[src/sv/assert_macros.svh]
// Assertion macros for the RTL files that carry checks (here dfs_topological_sort).
// Needs clk and rst_n in the scope where a macro is used.
`ifndef ASSERT_MACROS_SVH
`define ASSERT_MACROS_SVH

// Clocked check, off while in reset.
`define ASSERT_CLK(lbl, prop, msg) \
    lbl: assert property (@(posedge clk) disable iff (!rst_n) (prop)) else $error(msg);

// Antecedent on one edge, consequent on the next.
`define ASSERT_NEXT(lbl, ante, cons, msg) \
    lbl: assert property (@(posedge clk) disable iff (!rst_n) (ante) |=> (cons)) else $error(msg);

`endif

[src/sv/dts_pkg.sv]
// Shared types and codes of the DFS topological sort block.
// No dependencies.
`timescale 1ns / 1ps

package dts_pkg;

    localparam int VERTEX_W = 6;
    localparam int STATUS_W = 2;
    localparam int CFG_W    = 7;

    localparam logic [STATUS_W-1:0] ST_ORDER = 2'd0;
    localparam logic [STATUS_W-1:0] ST_CYCLE = 2'd1;
    localparam logic [STATUS_W-1:0] ST_ERROR = 2'd2;

    localparam logic FUNC_LOAD = 1'b0;
    localparam logic FUNC_RUN  = 1'b1;

    typedef struct packed {
        logic ld_start;
        logic ld_finish;
        logic run_init;
        logic root_next;
        logic root_open;
        logic push_head;
        logic step_finish;
        logic pop_load;
        logic edge_take;
        logic edge_err;
        logic edge_push;
        logic cycle_set;
        logic out_single;
        logic idx_init;
        logic out_item;
        logic idx_dec;
        logic clear;
    } cmd_t;

    typedef struct packed {
        logic load_ok;
        logic root_done;
        logic root_visited;
        logic e_nil;
        logic depth_one;
        logic depth_full;
        logic w_bad;
        logic w_visited;
        logic w_onstack;
        logic single;
        logic out_valid;
        logic out_last;
    } stat_t;

endpackage

[src/sv/dts_ctrl.sv]
// Sequencer of the DFS topological sort: loads, graph walk, result emission.
// Depends on dts_pkg; drives dts_datapath through cmd_t and reads stat_t.
`timescale 1ns / 1ps

module dts_ctrl (
    input  logic          clk,
    input  logic          rst_n,
    input  logic          in_valid,
    input  logic          in_func,
    output logic          in_ready,
    input  logic          out_ready,
    input  dts_pkg::stat_t stat,
    output dts_pkg::cmd_t  cmd
);
    import dts_pkg::*;

    localparam logic [3:0] S_IDLE  = 4'd0;
    localparam logic [3:0] S_LD_WR = 4'd1;
    localparam logic [3:0] S_ROOT  = 4'd2;
    localparam logic [3:0] S_PUSHH = 4'd3;
    localparam logic [3:0] S_STEP  = 4'd4;
    localparam logic [3:0] S_POP   = 4'd5;
    localparam logic [3:0] S_EDGE  = 4'd6;
    localparam logic [3:0] S_DONE  = 4'd7;
    localparam logic [3:0] S_RD    = 4'd8;
    localparam logic [3:0] S_OUT   = 4'd9;
    localparam logic [3:0] S_WAIT  = 4'd10;

    logic [3:0] state_reg;
    logic [3:0] state_next;

    assign in_ready = (state_reg == S_IDLE);

    always_comb
    begin
        state_next = state_reg;
        cmd        = '0;
        unique case (state_reg)
            S_IDLE:
            begin
                if (in_valid)
                begin
                    if (in_func == FUNC_LOAD)
                    begin
                        cmd.ld_start = 1'b1;
                        if (stat.load_ok)
                            state_next = S_LD_WR;
                    end
                    else
                    begin
                        cmd.run_init = 1'b1;
                        state_next   = S_ROOT;
                    end
                end
            end
            S_LD_WR:
            begin
                cmd.ld_finish = 1'b1;
                state_next    = S_IDLE;
            end
            S_ROOT:
            begin
                priority if (stat.root_done)
                    state_next = S_DONE;
                else if (stat.root_visited)
                    cmd.root_next = 1'b1;
                else
                begin
                    cmd.root_open = 1'b1;
                    state_next    = S_PUSHH;
                end
            end
            S_PUSHH:
            begin
                cmd.push_head = 1'b1;
                state_next    = S_STEP;
            end
            S_STEP:
            begin
                if (stat.e_nil)
                begin
                    cmd.step_finish = 1'b1;
                    if (stat.depth_one)
                    begin
                        cmd.root_next = 1'b1;
                        state_next    = S_ROOT;
                    end
                    else
                        state_next = S_POP;
                end
                else
                    state_next = S_EDGE;
            end
            S_POP:
            begin
                cmd.pop_load = 1'b1;
                state_next   = S_STEP;
            end
            S_EDGE:
            begin
                cmd.edge_take = 1'b1;
                state_next    = S_STEP;
                priority if (stat.w_bad)
                    cmd.edge_err = 1'b1;
                else if (!stat.w_visited)
                begin
                    if (!stat.depth_full)
                    begin
                        cmd.edge_push = 1'b1;
                        state_next    = S_PUSHH;
                    end
                end
                else if (stat.w_onstack)
                begin
                    cmd.cycle_set = 1'b1;
                    state_next    = S_DONE;
                end
            end
            S_DONE:
            begin
                if (stat.single)
                begin
                    cmd.out_single = 1'b1;
                    state_next     = S_WAIT;
                end
                else
                begin
                    cmd.idx_init = 1'b1;
                    state_next   = S_RD;
                end
            end
            S_RD:
                state_next = S_OUT;
            S_OUT:
            begin
                cmd.out_item = 1'b1;
                state_next   = S_WAIT;
            end
            S_WAIT:
            begin
                if (stat.out_valid && out_ready)
                begin
                    if (stat.out_last)
                    begin
                        cmd.clear  = 1'b1;
                        state_next = S_IDLE;
                    end
                    else
                    begin
                        cmd.idx_dec = 1'b1;
                        state_next  = S_RD;
                    end
                end
            end
            default:
                state_next = S_IDLE;
        endcase
    end

    always_ff @(posedge clk or negedge rst_n)
    begin
        if (!rst_n)
            state_reg <= S_IDLE;
        else
            state_reg <= state_next;
    end

endmodule

[config.mk]
export PLATFORM = sky130hd
export DESIGN_NAME = dts_ctrl
export DESIGN_NICKNAME = d
export VERILOG_FILES = /design/src/sv/assert_macros.svh /design/src/sv/dts_pkg.sv /design/src/sv/dts_ctrl.sv
export SDC_FILE = /design/constraint.sdc
export NUM_CORES = 1
export LEC_CHECK = 0
export BUFFER_PORTS_ARGS = -buffer_cell sky130_fd_sc_hd__buf_2
export CAP_MARGIN = 10
export CORE_MARGIN = 5
export CORE_UTILIZATION = 40
export DETAILED_ROUTE_END_ITERATION = 10
export PLACE_DENSITY = 0.77
export RECOVER_POWER = 100
export SLEW_MARGIN = 10
export SYNTH_ARGS = -nofsm -noshare
export SYNTH_HDL_FRONTEND = slang
export SYNTH_SLANG_ARGS = --single-unit
[constraint.sdc]
create_clock -name clk -period 1.92 [get_ports clk]
set_input_delay 0.384 -clock clk [delete_from_list [all_inputs] [get_ports clk]]
set_output_delay 0.384 -clock clk [all_outputs]
set_load 0.03 [all_outputs]
* Word-level counts from Yosys, hierarchy flattened *
Cells that the tools add are included.

operators by class
  add/sub/neg operators = 0
  multipliers = 0
  div/mod/pow operators = 0
  magnitude comparators = 0
  equality and inequality tests = 14
  shift-type cells = 0
  multiplexer cells = 48
  bitwise gates (word level) = 0
  reduce and logical (&&, ||, !) cells = 4

operators with widths
  kind                  number
  $mux W4               10
  $pmux W4 S9           1
  $mux W1               26
  $eq A4 B3 Y1 const B  4
  $mux W2               7
  $eq A4 B4 Y1 const B  3
  $mux W3               3
  $eq A4 B2 Y1 const B  2
  $eq A4 B1 Y1 const B  1
  $logic_not A4 Y1      1
  $ne A2 B2 Y1 const B  2
  $reduce_and A4 Y1     1
  $ne A3 B2 Y1 const B  1
  $ne A3 B3 Y1 const B  1
  $pmux W1 S2           1
  $reduce_or A2 Y1      1
  $logic_and A1 B1 Y1   1

word-level totals
  register bits after elaboration = 4
  bits in latches = 0
  RAM bits = 0
  ROM bits = 0
  output and inout port bits = 18
  memories = 0

* Logic depth before layout (Yosys ltp) *
  depth in word-level cells = 4
  gate-level depth with buffers = 5
  gate-level depth less buffers = 4

* Worst setup path before layout *
OpenSTA, ideal clock, no wires.

  kind = register -> output
  start point = register state_reg[3]
  end point = output port cmd[16] (netlist bit)
  arrival = 1797 ps
  data required time = 1536 ps
  path slack = -261 ps
  stages on the path, launching flop included = 5
  path through = dfrtp_1 buf_6 nor4_2 nand2_1 nor2_1

RTL lines
  what                    RTL line         RTL
  start, declared         dts_ctrl.sv:29   logic [3:0] state_reg;
  start signal, assigned  dts_ctrl.sv:165  state_reg <= state_next;
  end, declared           dts_ctrl.sv:13   output dts_pkg::cmd_t cmd

==> results.json <==
{
  "first_iter_violations": 11,
  "areaGrowthSynthToFinish_pct": 57.6,
  "yosys.area.top_type_share_pct": 18.4,
  "wl_mm": 1.95,
  "maxCapViolCount": 0,
  "syn_area_per_cell_um2": 7.34,
  "grt_overflow": 0,
  "worstMarginPinSlew_ps": 370,
  "timing.final.crit_share_pct": 96.9,
  "finClkSkew_ps": 0.672,
  "cp.required_ps": 1540,
  "run_status": "finished, final reports clean",
  "setup_viol": 0,
  "slew_viol_final": 0,
  "ios": 35,
  "fin_crit_ps": 1860,
  "grt_pass1_wl_mm": 2.65,
  "die_area_mm2": 0.00219,
  "portBuffers": 34,
  "rows": 13,
  "p_per_area_mw_per_mm2": 1290,
  "synth_nets": 91,
  "drc_errors": 0,
  "yosys_warnings": 0,
  "layout_common_cells": "buf_2 (25), buf_4 (12), nor2_1 (8), nand2_1 (6), nor3_1 (5)",
  "cts_sinks": 4,
  "reg2reg_slack_ps": 370,
  "tns_ps": 0,
  "max_freq_ghz": 0.538,
  "synth_cells": 74,
  "synthTopCellsByArea": "dfrtp_1 (18%), nor2_1 (6.2%), a221oi_2 (5.5%)",
  "syn_area_um2": 543,
  "ys_ff_latch": 4,
  "peakVddDrop_uv": 760,
  "post-synth-top-area-cell": "dfrtp_1",
  "place.gp.congestion": 0.866,
  "holdWs_ps": 513,
  "layout_commonest_cell": "buf_2",
  "critPathArrivalTime_ps": 1480,
  "hold_path.class": "in -> async",
  "antenna_found_initial": 0,
  "ant_nets": 0,
  "crit_path_end_kind": "primary output",
  "first_global_vias": 654,
  "clk_pin_slew_worst_paths_ps": 40,
  "clock-root-buffer": "clkbuf_4",
  "utilization_pct": 66.6,
  "largest_register_ffs": 4,
  "hold_violations": 0,
  "via_count": 736,
  "ys_seq_area_share_pct": 18.4,
  "numCtsBuffers": 3,
  "dp_hpwl_mm": 1.35,
  "die_h_um": 46.8,
  "antenna_cells": 0,
  "drive_above_1_share_pct": 49.2,
  "ff2ff_path_depth": 5,
  "cts_tree": "yes",
  "leakage_uw": 0.000430,
  "viasPerCell": 5.53,
  "stdcell_area_um2": 856,
  "first_pass_iters": 4,
  "placed_area_um2": 757,
  "insertion_delay_ps": 240,
  "start_util_pct": 42.3,
  "ys_types": 32,
  "layout.nets": 137,
  "grt_usage_pct": 16.9,
  "crit_path_start_kind": "register",
  "htree_levels": 1,
  "worstSetupPathType": "reg -> out",
  "core_mm2": 0.00128,
  "path_max_fanout": 7,
  "grt_max_degree": 13,
  "design_power_total_uw": 1100,
  "wl_per_cell_um": 14.7,
  "slew_headroom_pct": 75.4,
  "cts_buffer_depth": 2,
  "die_x_um": 46.8
}
## metrics by stage
step / setup WS, ps / std cells
floorplan: -30.2 / 74
global placement: 185 / 124
detailed placement: 139 / 124
CTS: 13.5 / 128
global route: -55.1 / 133
finish: 59.6 / 133
## cells by family after synthesis
kind of cell / count (synthesis) / synth area share (%)
flops: 4 / 18.4
compound gates: 19 / 27.4
simple gates: 42 / 44.5
buf+inv: 9 / 9.68
## per-layer routing
layer / GRT usage (%) / part of all wire (%) / up-vias
met5: 0 / 0 / -
met4: 6.63 / 1.6 / 0
met3: 3.83 / 8.0 / 6
met2: 28.5 / 51 / 40
met1: 20.8 / 39 / 328
li1: - / - / 362
## synth_stat cells
| library cell | number |
|---|---|
| o21bai_1 | 1 |
| a311oi_1 | 1 |
| nor4_1 | 4 |
| and2_1 | 1 |
| nor3_1 | 5 |
| nand3b_1 | 2 |
| a21oi_1 | 4 |
| o21ai_0 | 3 |
| and2b_1 | 1 |
| nand2b_1 | 3 |
| a22oi_1 | 1 |
| nand2_1 | 7 |
| a21boi_0 | 1 |
| and3_4 | 1 |
| inv_1 | 5 |
| and3_1 | 3 |
| nor4_2 | 1 |
| a21bo_1 | 1 |
| buf_4 | 3 |
| o211a_1 | 1 |
| a2111oi_1 | 1 |
| nor2b_1 | 1 |
| o21ai_1 | 1 |
| dfrtp_1 | 4 |
| nor2_1 | 9 |
| nand3_1 | 1 |
| nor3b_1 | 1 |
| or3b_1 | 1 |
| buf_6 | 1 |
| a221oi_2 | 2 |
| a22o_1 | 2 |
| nor2b_4 | 1 |
## critical path, stage by stage, from the launching register on
cell	delay (ps)
dfrtp_2	440
buf_4	160
nor4_4	230
nand2_1	100
nor2_1	120
buf_4	180
## final cells by class
| type | instances | area (um^2) |
|---|---|---|
| tap | 15 | 18.8 |
| sequential | 4 | 105 |
| fill | 130 | 429 |
| inverter | 5 | 18.8 |
| multi-input combinational | 61 | 435 |
| clock buffer | 3 | 22.5 |
| timing repair buffer | 45 | 255 |
## report_power, final
group	switching, uW	internal (uW)	total, uW
registers	77.2	123	200
clock network	36.4	70.0	106
logic	453	342	795
total	566	535	1100
## timing repair
item	4_1_cts	5_1_grt
hold buffers	1	0
pin swaps	0	2
buffers inserted	0	5
setup endpoints to repair	5	5
endpoints found under the hold margin	4	0
resized for setup	5	11
## worst paths after layout
check | endpoint | startpoint
setup / recovery | cmd[16] | state_reg[2]
hold / removal | state_reg[3] | rst_n
setup reg to reg | state_reg[1] | state_reg[1]
hold reg to reg | state_reg[2] | state_reg[3]
max in group asynchronous | state_reg[1] | rst_n
min in group clk | state_reg[2] | state_reg[3]
Note: power is estimated with default switching activity, not from simulation.
